**src/rtl/mwr_pkg.sv**
```systemverilog
// Shared constants, types and helpers for the MIDI wire recorder.
package mwr_pkg;

   localparam int unsigned RingDepth = 128;
   localparam int unsigned RingAw    = $clog2(RingDepth);

   localparam logic [27:0] DeltaCap   = 28'h0FFFFFFF;
   localparam logic [31:0] TickReset  = 32'd1041667;
   localparam logic [7:0]  StSysexOn  = 8'hF0;
   localparam logic [7:0]  StSysexEnd = 8'hF7;
   localparam logic [7:0]  StRealTime = 8'hF8;
   localparam logic [7:0]  StStatus   = 8'h80;
   localparam logic [7:0]  DataMask   = 8'h7F;

   localparam logic [1:0] RegTickPeriod = 2'd0;
   localparam logic [1:0] RegEpoch      = 2'd1;
   localparam logic [1:0] RegCableSel   = 2'd2;

   // commands from controller to datapath
   typedef struct packed {
      logic rd_mem;     // pop one byte at the read pointer
      logic put_f7;     // close an open ring sysex
      logic put_bare;   // store the held byte without delta
      logic div_start;  // launch the tick divide
      logic delta_calc; // register the capped delta
      logic commit;     // advance recorded ticks, clear byte index
      logic put_seq;    // store one prefix or message byte
      logic load_out;   // move the result into the output register
   } cmd_type;

   // status from datapath to controller
   typedef struct packed {
      logic is_read;
      logic do_close;
      logic do_bare;
      logic do_event;
      logic ring_sx;
      logic ev_rt;
      logic div_busy;
      logic fits;
      logic seq_last;
      logic out_free;
   } sts_type;

   function automatic logic [1:0] data_len(input logic [7:0] s);
      logic [1:0] n;
      n = 2'd0;
      case (s[7:4])
         4'h8, 4'h9, 4'hA, 4'hB, 4'hE: n = 2'd2;
         4'hC, 4'hD:                   n = 2'd1;
         4'hF: begin
            if (s == 8'hF1 || s == 8'hF3) n = 2'd1;
            else if (s == 8'hF2)          n = 2'd2;
         end
         default: n = 2'd0;
      endcase
      return n;
   endfunction

   function automatic logic [2:0] vlq_len(input logic [27:0] v);
      logic [2:0] n;
      if (v < 28'h80)          n = 3'd1;
      else if (v < 28'h4000)   n = 3'd2;
      else if (v < 28'h200000) n = 3'd3;
      else                     n = 3'd4;
      return n;
   endfunction

endpackage

```
**src/rtl/mwr_div.sv**
```systemverilog
// Bit-serial 64 by 32 unsigned divider, one quotient bit per cycle.
module mwr_div (
   input  logic        clock,
   input  logic        reset,
   input  logic        start,
   input  logic [63:0] dividend,
   input  logic [31:0] divisor,
   output logic        busy,
   output logic [63:0] quotient
);
   logic [6:0]  cnt_ff, cnt_in;
   logic        busy_ff, busy_in;
   logic [31:0] rem_ff, rem_in;
   logic [63:0] q_ff, q_in;
   logic [31:0] dvs_ff, dvs_in;
   logic [32:0] trial;
   logic        ge;

   assign trial = {rem_ff, q_ff[63]};
   assign ge    = trial >= {1'b0, dvs_ff};

   always_comb begin
      cnt_in  = cnt_ff;
      busy_in = busy_ff;
      rem_in  = rem_ff;
      q_in    = q_ff;
      dvs_in  = dvs_ff;
      if (start) begin
         cnt_in  = 7'd0;
         busy_in = 1'b1;
         rem_in  = '0;
         q_in    = dividend;
         dvs_in  = divisor;
      end else if (busy_ff) begin
         rem_in = ge ? 32'(trial - {1'b0, dvs_ff}) : trial[31:0];
         q_in   = {q_ff[62:0], ge};
         cnt_in = cnt_ff + 7'd1;
         if (cnt_ff == 7'd63) busy_in = 1'b0;
      end
   end

   always_ff @(posedge clock) begin
      if (reset) begin
         busy_ff <= 1'b0;
         cnt_ff  <= '0;
      end else begin
         busy_ff <= busy_in;
         cnt_ff  <= cnt_in;
      end
      rem_ff <= rem_in;
      q_ff   <= q_in;
      dvs_ff <= dvs_in;
   end

   assign busy     = busy_ff;
   assign quotient = q_ff;
endmodule

```
**src/rtl/mwr_dp.sv**
```systemverilog
// Datapath: parser state, config registers, byte ring, tick math, output register.
module mwr_dp (
   input  logic                clock,
   input  logic                reset,
   input  logic                capture,
   input  logic                req_command,
   input  logic [7:0]          req_wire_byte,
   input  logic [3:0]          req_cable,
   input  logic [63:0]         req_time_ns,
   input  logic                csr_write,
   input  logic [1:0]          csr_index,
   input  logic [63:0]         csr_data,
   input  logic                rsp_stall,
   input  mwr_pkg::cmd_type    cmd,
   output mwr_pkg::sts_type    sts,
   output logic                rsp_valid,
   output logic [7:0]          rsp_read_data,
   output logic                rsp_read_valid,
   output logic [6:0]          rsp_bytes_stored
);
   import mwr_pkg::*;

   logic [7:0] ring [RingDepth];

   logic [31:0] tick_ff;
   logic [63:0] epoch_ff;
   logic [4:0]  csel_ff;

   logic [RingAw-1:0] wp_ff, rp_ff;
   logic [63:0] rec_ff;
   logic [7:0]  rs_ff, rs_in;
   logic [7:0]  mb_ff [3];
   logic [7:0]  mb_in [3];
   logic [1:0]  ml_ff, ml_in;
   logic [1:0]  dbn_ff, dbn_in;
   logic        wsx_ff, wsx_in;
   logic        rsx_ff;

   logic        isrd_ff, close_ff, bare_ff, event_ff;
   logic        close_in, bare_in, event_in;
   logic [7:0]  ev_ff [3];
   logic [7:0]  ev_in [3];
   logic [1:0]  evl_ff, evl_in;
   logic [63:0] time_ff;

   logic [7:0]  rdd_ff;
   logic        rdv_ff;
   logic [27:0] delta_ff;
   logic [2:0]  k_ff;

   logic        ov_ff;
   logic [7:0]  od_ff;
   logic        ovd_ff;
   logic [6:0]  ob_ff;

   logic [RingAw-1:0] count, free;
   logic [63:0] dividend, quotient, diff;
   logic [31:0] divisor;
   logic        div_busy;
   logic [2:0]  vl;
   logic [3:0]  need;
   logic        cable_ok;
   logic        wr_en;
   logic [7:0]  wr_data, seq_byte;
   logic [1:0]  shsel;
   logic [2:0]  midx;

   assign count = wp_ff - rp_ff;
   assign free  = RingAw'(RingDepth - 1) - count;
   assign cable_ok = csel_ff[4] || (csel_ff[3:0] == req_cable);

   // wire parser: mirrors running status assembly
   always_comb begin
      rs_in    = rs_ff;
      mb_in    = mb_ff;
      ml_in    = ml_ff;
      dbn_in   = dbn_ff;
      wsx_in   = wsx_ff;
      close_in = 1'b0;
      bare_in  = 1'b0;
      event_in = 1'b0;
      ev_in    = '{req_wire_byte, 8'h00, 8'h00};
      evl_in   = 2'd1;
      if (req_wire_byte >= StRealTime) begin
         event_in = 1'b1;
      end else if (req_wire_byte == StSysexEnd) begin
         if (wsx_ff) begin
            wsx_in   = 1'b0;
            close_in = 1'b1;
         end
      end else if (req_wire_byte == StSysexOn) begin
         wsx_in   = 1'b1;
         rs_in    = '0;
         ml_in    = '0;
         event_in = 1'b1;
      end else if (req_wire_byte >= StStatus) begin
         if (wsx_ff) begin
            wsx_in   = 1'b0;
            close_in = 1'b1;
         end
         if (req_wire_byte >= 8'hF1) rs_in = '0;
         else                        rs_in = req_wire_byte;
         if (req_wire_byte == 8'hF4 || req_wire_byte == 8'hF5) begin
            ml_in = '0;
         end else begin
            mb_in[0] = req_wire_byte;
            ml_in    = 2'd1;
            dbn_in   = data_len(req_wire_byte);
            if (dbn_in == 2'd0) begin
               event_in = 1'b1;
               ml_in    = '0;
            end
         end
      end else if (wsx_ff) begin
         bare_in = 1'b1;
      end else if (ml_ff == 2'd0 && rs_ff == 8'd0) begin
         ml_in = ml_ff;
      end else begin
         if (ml_ff == 2'd0) begin
            mb_in[0] = rs_ff;
            ml_in    = 2'd1;
            dbn_in   = data_len(rs_ff);
         end
         if (ml_in == 2'd3 || dbn_in == 2'd0) begin
            ml_in = '0;
         end else begin
            mb_in[ml_in] = req_wire_byte;
            ml_in        = ml_in + 2'd1;
            dbn_in       = dbn_in - 2'd1;
            if (dbn_in == 2'd0) begin
               event_in = 1'b1;
               ev_in    = mb_in;
               evl_in   = ml_in;
               ml_in    = '0;
            end
         end
      end
   end

   // tick divide
   assign dividend = (time_ff < epoch_ff) ? 64'd0 : time_ff - epoch_ff;
   assign divisor  = (tick_ff == 32'd0) ? 32'd1 : tick_ff;

   mwr_div u_div (
      .clock    (clock),
      .reset    (reset),
      .start    (cmd.div_start),
      .dividend (dividend),
      .divisor  (divisor),
      .busy     (div_busy),
      .quotient (quotient)
   );

   assign diff = quotient - rec_ff;

   // delta prefix and message byte sequence
   assign vl   = vlq_len(delta_ff);
   assign need = 4'(vl) + 4'(evl_ff) + ((ev_ff[0] == StSysexOn) ? 4'd1 : 4'd0);
   assign shsel = 2'(vl - 3'd1 - k_ff);
   assign midx  = k_ff - vl;

   always_comb begin
      if (k_ff < vl) begin
         case (shsel)
            2'd0:    seq_byte = {1'b0, delta_ff[6:0]};
            2'd1:    seq_byte = {1'b1, delta_ff[13:7]};
            2'd2:    seq_byte = {1'b1, delta_ff[20:14]};
            2'd3:    seq_byte = {1'b1, delta_ff[27:21]};
            default: seq_byte = '0;
         endcase
      end else begin
         seq_byte = ev_ff[midx[1:0]];
      end
   end

   // single ring write port
   always_comb begin
      wr_en   = 1'b0;
      wr_data = seq_byte;
      if (cmd.put_f7 && rsx_ff) begin
         wr_en   = 1'b1;
         wr_data = StSysexEnd;
      end else if (cmd.put_bare && rsx_ff && free > RingAw'(1)) begin
         wr_en   = 1'b1;
         wr_data = ev_ff[0];
      end else if (cmd.put_seq) begin
         wr_en = 1'b1;
      end
   end

   always_ff @(posedge clock) begin
      if (wr_en) ring[wp_ff] <= wr_data;
      if (cmd.rd_mem) rdd_ff <= ring[rp_ff];
   end

   always_ff @(posedge clock) begin
      if (reset) begin
         tick_ff  <= TickReset;
         epoch_ff <= '0;
         csel_ff  <= 5'h1F;
         wp_ff    <= '0;
         rp_ff    <= '0;
         rec_ff   <= '0;
         rs_ff    <= '0;
         mb_ff    <= '{default: '0};
         ml_ff    <= '0;
         dbn_ff   <= '0;
         wsx_ff   <= 1'b0;
         rsx_ff   <= 1'b0;
         isrd_ff  <= 1'b0;
         close_ff <= 1'b0;
         bare_ff  <= 1'b0;
         event_ff <= 1'b0;
         rdv_ff   <= 1'b0;
         ov_ff    <= 1'b0;
      end else begin
         if (csr_write) begin
            case (csr_index)
               RegTickPeriod: tick_ff  <= csr_data[31:0];
               RegEpoch:      epoch_ff <= csr_data;
               RegCableSel:   csel_ff  <= csr_data[4:0];
               default:       ;
            endcase
         end
         if (capture) begin
            isrd_ff  <= req_command;
            close_ff <= 1'b0;
            bare_ff  <= 1'b0;
            event_ff <= 1'b0;
            rdv_ff   <= 1'b0;
            if (!req_command && cable_ok) begin
               rs_ff    <= rs_in;
               mb_ff    <= mb_in;
               ml_ff    <= ml_in;
               dbn_ff   <= dbn_in;
               wsx_ff   <= wsx_in;
               close_ff <= close_in;
               bare_ff  <= bare_in;
               event_ff <= event_in;
            end
         end
         if (cmd.rd_mem && rp_ff != wp_ff) begin
            rdv_ff <= 1'b1;
            rp_ff  <= rp_ff + RingAw'(1);
         end
         if (wr_en) wp_ff <= wp_ff + RingAw'(1);
         if (cmd.put_f7) rsx_ff <= 1'b0;
         if (cmd.commit) rec_ff <= rec_ff + 64'(delta_ff);
         if (cmd.put_seq && sts.seq_last && ev_ff[0] == StSysexOn) rsx_ff <= 1'b1;
         if (cmd.load_out) ov_ff <= 1'b1;
         else if (!rsp_stall) ov_ff <= 1'b0;
      end
   end

   always_ff @(posedge clock) begin
      if (capture) begin
         ev_ff   <= ev_in;
         evl_ff  <= evl_in;
         time_ff <= req_time_ns;
      end
      if (cmd.delta_calc) begin
         if (quotient > rec_ff) delta_ff <= (diff > 64'(DeltaCap)) ? DeltaCap : diff[27:0];
         else                   delta_ff <= '0;
      end
      if (cmd.commit) k_ff <= '0;
      else if (cmd.put_seq) k_ff <= k_ff + 3'd1;
      if (cmd.load_out) begin
         od_ff  <= rdv_ff ? rdd_ff : 8'd0;
         ovd_ff <= rdv_ff;
         ob_ff  <= 7'(count);
      end
   end

   always_comb begin
      sts.is_read  = isrd_ff;
      sts.do_close = close_ff;
      sts.do_bare  = bare_ff;
      sts.do_event = event_ff;
      sts.ring_sx  = rsx_ff;
      sts.ev_rt    = (evl_ff == 2'd1) && (ev_ff[0] >= StRealTime);
      sts.div_busy = div_busy;
      sts.fits     = free >= RingAw'(need);
      sts.seq_last = k_ff == (vl + 3'(evl_ff) - 3'd1);
      sts.out_free = !ov_ff || !rsp_stall;
   end

   assign rsp_valid        = ov_ff;
   assign rsp_read_data    = od_ff;
   assign rsp_read_valid   = ovd_ff;
   assign rsp_bytes_stored = ob_ff;
endmodule

```
**src/rtl/mwr_ctrl.sv**
```systemverilog
// Controller: sequences reads, sysex closes, tick divide and ring writes.
module mwr_ctrl (
   input  logic                clock,
   input  logic                reset,
   input  logic                capture,
   input  mwr_pkg::sts_type    sts,
   output mwr_pkg::cmd_type    cmd,
   output logic                busy
);
   import mwr_pkg::*;

   typedef enum logic [3:0] {
      S_IDLE, S_READ, S_CLOSE, S_BARE, S_EVCHK, S_DIV, S_DELTA, S_CHECK, S_PUT, S_FIN
   } state_type;

   state_type state_ff, state_in;

   always_comb begin
      state_in = state_ff;
      cmd      = '0;
      case (state_ff)
         S_IDLE:  if (capture) state_in = S_CLOSE;
         S_READ: begin
            state_in = S_FIN;
         end
         S_CLOSE: begin
            if (sts.is_read) begin
               cmd.rd_mem = 1'b1;
               state_in   = S_READ;
            end else begin
               cmd.put_f7 = sts.do_close;
               if (sts.do_bare)       state_in = S_BARE;
               else if (sts.do_event) state_in = S_EVCHK;
               else                   state_in = S_FIN;
            end
         end
         S_BARE: begin
            cmd.put_bare = 1'b1;
            state_in     = S_FIN;
         end
         S_EVCHK: begin
            if (sts.ring_sx && sts.ev_rt) begin
               state_in = S_BARE;
            end else begin
               cmd.put_f7    = 1'b1;
               cmd.div_start = 1'b1;
               state_in      = S_DIV;
            end
         end
         S_DIV: if (!sts.div_busy) begin
            cmd.delta_calc = 1'b1;
            state_in       = S_DELTA;
         end
         S_DELTA: state_in = S_CHECK;
         S_CHECK: begin
            if (sts.fits) begin
               cmd.commit = 1'b1;
               state_in   = S_PUT;
            end else begin
               state_in = S_FIN;
            end
         end
         S_PUT: begin
            cmd.put_seq = 1'b1;
            if (sts.seq_last) state_in = S_FIN;
         end
         S_FIN: if (sts.out_free) begin
            cmd.load_out = 1'b1;
            state_in     = S_IDLE;
         end
         default: state_in = S_IDLE;
      endcase
   end

   always_ff @(posedge clock) begin
      if (reset) state_ff <= S_IDLE;
      else       state_ff <= state_in;
   end

   assign busy = state_ff != S_IDLE;
endmodule

```
**src/rtl/midi_wire_to_timed_event_recorder.sv**
```systemverilog
// Top level of the MIDI wire recorder: ports, controller and datapath.
// Flow from the accepting edge to the response word: a read pops the ring in S_CLOSE and
// passes S_READ to S_FIN; a push storing an event runs the bit-serial tick divide, then
// one ring write per prefix and message byte, or is dropped whole when it does not fit;
// other pushes write at most one ring byte. S_FIN waits while the response register stalls.
// Throughput: one word at a time; the next word can be taken in the cycle after the response
// register loads. Reset: synchronous, clears pointers, parser and config to defaults;
// ring contents are left undefined and need no clearing pass.
module midi_wire_to_timed_event_recorder (
   input  logic        clock,
   input  logic        reset,
   // input words
   input  logic        req_valid,
   output logic        req_stall,
   input  logic        req_command,
   input  logic [7:0]  req_wire_byte,
   input  logic [3:0]  req_cable,
   input  logic [63:0] req_time_ns,
   // result words
   output logic        rsp_valid,
   input  logic        rsp_stall,
   output logic [7:0]  rsp_read_data,
   output logic        rsp_read_valid,
   output logic [6:0]  rsp_bytes_stored,
   // register writes
   input  logic        csr_valid,
   output logic        csr_ready,
   input  logic [1:0]  csr_index,
   input  logic [63:0] csr_data
);
   import mwr_pkg::*;

   cmd_type cmd;
   sts_type sts;
   logic    busy;
   logic    capture;

   // take a word only while the controller idles
   assign req_stall = busy;
   assign capture   = req_valid && !busy;
   // registers accept writes at any time
   assign csr_ready = 1'b1;

   mwr_ctrl u_ctrl (
      .clock   (clock),
      .reset   (reset),
      .capture (capture),
      .sts     (sts),
      .cmd     (cmd),
      .busy    (busy)
   );

   mwr_dp u_dp (
      .clock            (clock),
      .reset            (reset),
      .capture          (capture),
      .req_command      (req_command),
      .req_wire_byte    (req_wire_byte),
      .req_cable        (req_cable),
      .req_time_ns      (req_time_ns),
      .csr_write        (csr_valid && csr_ready),
      .csr_index        (csr_index),
      .csr_data         (csr_data),
      .rsp_stall        (rsp_stall),
      .cmd              (cmd),
      .sts              (sts),
      .rsp_valid        (rsp_valid),
      .rsp_read_data    (rsp_read_data),
      .rsp_read_valid   (rsp_read_valid),
      .rsp_bytes_stored (rsp_bytes_stored)
   );
endmodule
```
**config.mk**
```make
export PLATFORM = sky130hd
export DESIGN_NAME = midi_wire_to_timed_event_recorder
export DESIGN_NICKNAME = d
export VERILOG_FILES = /design/src/rtl/mwr_pkg.sv /design/src/rtl/mwr_div.sv /design/src/rtl/mwr_dp.sv /design/src/rtl/mwr_ctrl.sv /design/src/rtl/midi_wire_to_timed_event_recorder.sv
export SDC_FILE = /design/constraint.sdc
export NUM_CORES = 2
export LEC_CHECK = 0
export ABC_AREA = 1
export BUFFER_PORTS_ARGS = -buffer_cell sky130_fd_sc_hd__buf_4
export CORE_MARGIN = 2
export CORE_UTILIZATION = 60
export CTS_CLUSTER_DIAMETER = 60
export DETAILED_ROUTE_END_ITERATION = 6
export GPL_ROUTABILITY_DRIVEN = 0
export PLACE_DENSITY = 0.77
export SLEW_MARGIN = 15
export SYNTH_ARGS = -nofsm -noshare
export SYNTH_HDL_FRONTEND = slang
export SYNTH_SLANG_ARGS = --single-unit
```
**constraint.sdc**
```tcl
create_clock -name clock -period 7.49 [get_ports clock]
set_clock_uncertainty 0.15 [all_clocks]
set_input_delay 1.1235 -clock clock [delete_from_list [all_inputs] [get_ports clock]]
set_output_delay 1.1235 -clock clock [all_outputs]
set_load 0.005 [all_outputs]
```
==> results.cfg <==
[timing]
hold_violations = 0
setup_viol = 0
tightest_slew_ns = 1.204
whs_ns = 0.3022
rsz0062_at_grt = false
finalCritPeriodShare_pct = 76.69
timing.final.crit_period_ns = 5.744
slew_violations = 0
fmaxAchievable_ghz = 0.1741
tns_ns = 0
maxSlewHeadroom_pct = 19.72
setup_ws_ns = 1.746

[clock_network]
root_buffer = clkbuf_16
insertion_delay_ns = 0.79
htreeDepth = 4
cts_setup_buffers = 0
numCtsBuffers = 158
cts.sinks = 1532
cts_resized = 0
clk_path_buf_depth = 3
cts.clk_slew.worst_paths_ns = 0.06
cts_tree = built
hold_buffers = 0

[detailed_routing]
wl_per_cell_um = 22.66
first_pass_iters = 7
drt-total-wl_mm = 228.4
drt_iter0_markers = 9744
ant_nets = 0
drc = 4
num_vias = 62872
vias_per_cell = 6.238

[yosys]
synthArstFlopShare_pct = 0
synth-edff-count = 1262
synth.avg_cell_area_um2 = 9.211
yosysWarnings = 0
ys_ff_latch = 1532
synth.distinct_cells = 67
syn-num-nets = 8639
yosysSeqAreaShare_pct = 56.83
syn-cell-area_mm2 = 0.07620
synthFlopType = edfxtp_1
syn_inst = 8273

[floorplan]
dieArea_mm2 = 0.1299
initial_core_util_pct = 60.53
core_mm2 = 0.1259
die_x_um = 360.4
rows = 130
io_pins = 167
die_h_um = 360.4

[cells_and_area]
layout_common_cells = 1,511 x nand2_1, 1,262 x edfxtp_1, 1,106 x nor2_1
area_growth_pct = 10.00
drive_gt1_share_pct = 7.282
nets = 8651
final_area_mm2 = 0.08382
final_common_cell = nand2_1

[worst_setup_path]
crit_arrival_ns = 6.04
rr_endpoint = u_dp.ring[35][2]
end_kind = register
start_kind = register
reg2reg_from = u_dp.delta_ff[18]
rr_worst_depth = 14
cp-endpoint = u_dp.ring[35][2]
crit_start = u_dp.delta_ff[18]
crit_required_ns = 7.78
critPathKind = reg2reg
cp_max_fo = 72
rrSetupSlack_ns = 1.75

[worst_hold_path]
min_path_type = reg2reg

[global_routing]
grt_pass1_wl_mm = 343.0
gr-usage-all-layers_pct = 34.37
grt_pass1_vias = 58562
antenna_found_initial = 17
grt.overflow.total = 0
grt_max_degree = 252

[placement]
dp_slack_ns = 1.970
hpwl_mm = 156.3
placed_area_mm2 = 0.07866
port_buffers = 165

[power]
peakVddDrop_mv = 0.4669
leakagePower_nw = 31.69
power_density_mw_per_mm2 = 277.6

[status]
run_status = complete, but fails checks
violations = DRC

[run]
maxCapViolations = 0
-- power breakdown --
part | total, mW | internal, mW | leakage (nW) | switching (mW)
Combinational | 4.39 | 0.926 | 15.6 | 3.47
Clock | 7.83 | 4.46 | 2.49 | 3.37
Sequential | 11.0 | 10.9 | 13.6 | 0.167
-- worst min path at each step --
stage | start | to | slack (ns) | cells past startpoint
global route | u_dp.tick_ff[1] | u_dp.u_div.dvs_ff[1] | 0.31 | 0
floorplan | u_dp.rdv_ff | u_dp.rsp_read_valid | 0.26 | 0
detailed placement | u_dp.tick_ff[27] | u_dp.u_div.dvs_ff[27] | 0.29 | 0
global placement | u_dp.rec_ff[32] | u_dp.rec_ff[32] | 0.29 | 1
CTS | u_dp.tick_ff[27] | u_dp.u_div.dvs_ff[27] | 0.30 | 0
finish | u_dp.rec_ff[32] | u_dp.rec_ff[32] | 0.30 | 1
-- per-layer routing --
layer / track usage, % / share of wire (%) / vias up / wire [µm]
met5: 0 / 0.026 / - / 60
met4: 16.03 / 4.9 / 8 / 11120
met3: 9.320 / 14 / 626 / 31390
met2: 50.22 / 43 / 4259 / 97850
met1: 47.90 / 39 / 29494 / 87970
li1: - / - / 28485 / -
-- worst max-delay path: stages (launching register included) --
cell,delay [ns]
edfxtp_1,0.44
or4_1,0.55
nor4_1,0.50
a21oi_1,0.20
inv_1,0.18
ha_1,0.27
or2_2,0.30
nand2_1,0.14
inv_1,0.10
nor2_1,0.64
a221oi_1,0.21
nor2_1,0.14
o21ai_0,0.15
nand3_4,0.56
buf_4,0.82
-- state kept, by name, indices dropped and copies added, names as in the netlist, 3 cells and up --
name,cells
u_dp.delta_ff,28
u_dp.ring,1024
u_dp.csel_ff,5
u_dp.epoch_ff,64
u_ctrl.state_ff,4
u_dp.tick_ff,32
u_dp.rsp_read_data,8
u_dp.k_ff,3
u_dp.time_ff,64
u_dp.rsp_bytes_stored,7
u_dp.u_div.dvs_ff,32
u_dp.u_div.quotient,64
u_dp.rec_ff,64
u_dp.mb_ff,24
u_dp.ev_ff,24
u_dp.rp_ff,7
u_dp.u_div.rem_ff,32
u_dp.rs_ff,8
u_dp.wp_ff,7
u_dp.rdd_ff,8
u_dp.u_div.cnt_ff,7
-- final cells by class --
class	count	area (µm²)
Sequential cell	1532	43310
Fill cell	9648	42070
Multi-Input combinational cell	5482	28180
Clock buffer	199	4233
Inverter	894	3371
Tap cell	1650	2064
Timing Repair Buffer	217	1742
Clock inverter	94	894.6
Antenna cell	11	27.53
-- cells in the mapped netlist (8+ instances only) --
library cell	instances	area, µm²
buf_2	30	150.1
nand2_1	1514	5683
xnor2_1	81	709.4
nor2_1	1112	4174
nand3_2	8	80.08
dfxtp_1	270	5405
nand3b_1	33	247.7
nand2_2	24	150.1
o21ai_0	935	4679
o211ai_1	56	420.4
a221oi_1	20	175.2
nor3_2	8	80.08
o22ai_1	165	1032
a31oi_1	29	181.4
clkbuf_1	314	1179
nor2_2	42	262.8
a211oi_1	18	135.1
buf_1	11	41.29
o21a_1	14	105.1
nand3_1	292	1461
ha_1	211	2640
or2_2	11	68.82
inv_1	860	3228
edfxtp_1	1262	37900
a21oi_1	445	2227
nand4_1	60	375.4
o21bai_1	21	157.7
nor4_1	45	281.5
a21o_1	16	120.1
nor2_4	8	90.09
xor2_1	74	648.1
nor3_1	81	405.4
inv_2	27	101.4
o221ai_1	96	840.8
-- stage by stage --
step	utilization [%]	std cells	total power, mW
after floorplan	-	8273	13.68
final	66.58	10079	23.27
after global placement	62.48	9775	15.38
after detailed placement	62.48	9775	15.42
after CTS	66.56	10068	23.12
after global routing	66.58	10078	23.88
-- logic make-up after synthesis --
family	Yosys count	synth area share (%)
compound gates	1854	13.65
simple gates	3254	17.76
flops	1532	56.83
xor+xnor	155	1.782
buf+inv	1259	6.330
other cells	1	0.004921
fa+ha+maj	218	3.648
(Power assumes the default switching activity.)
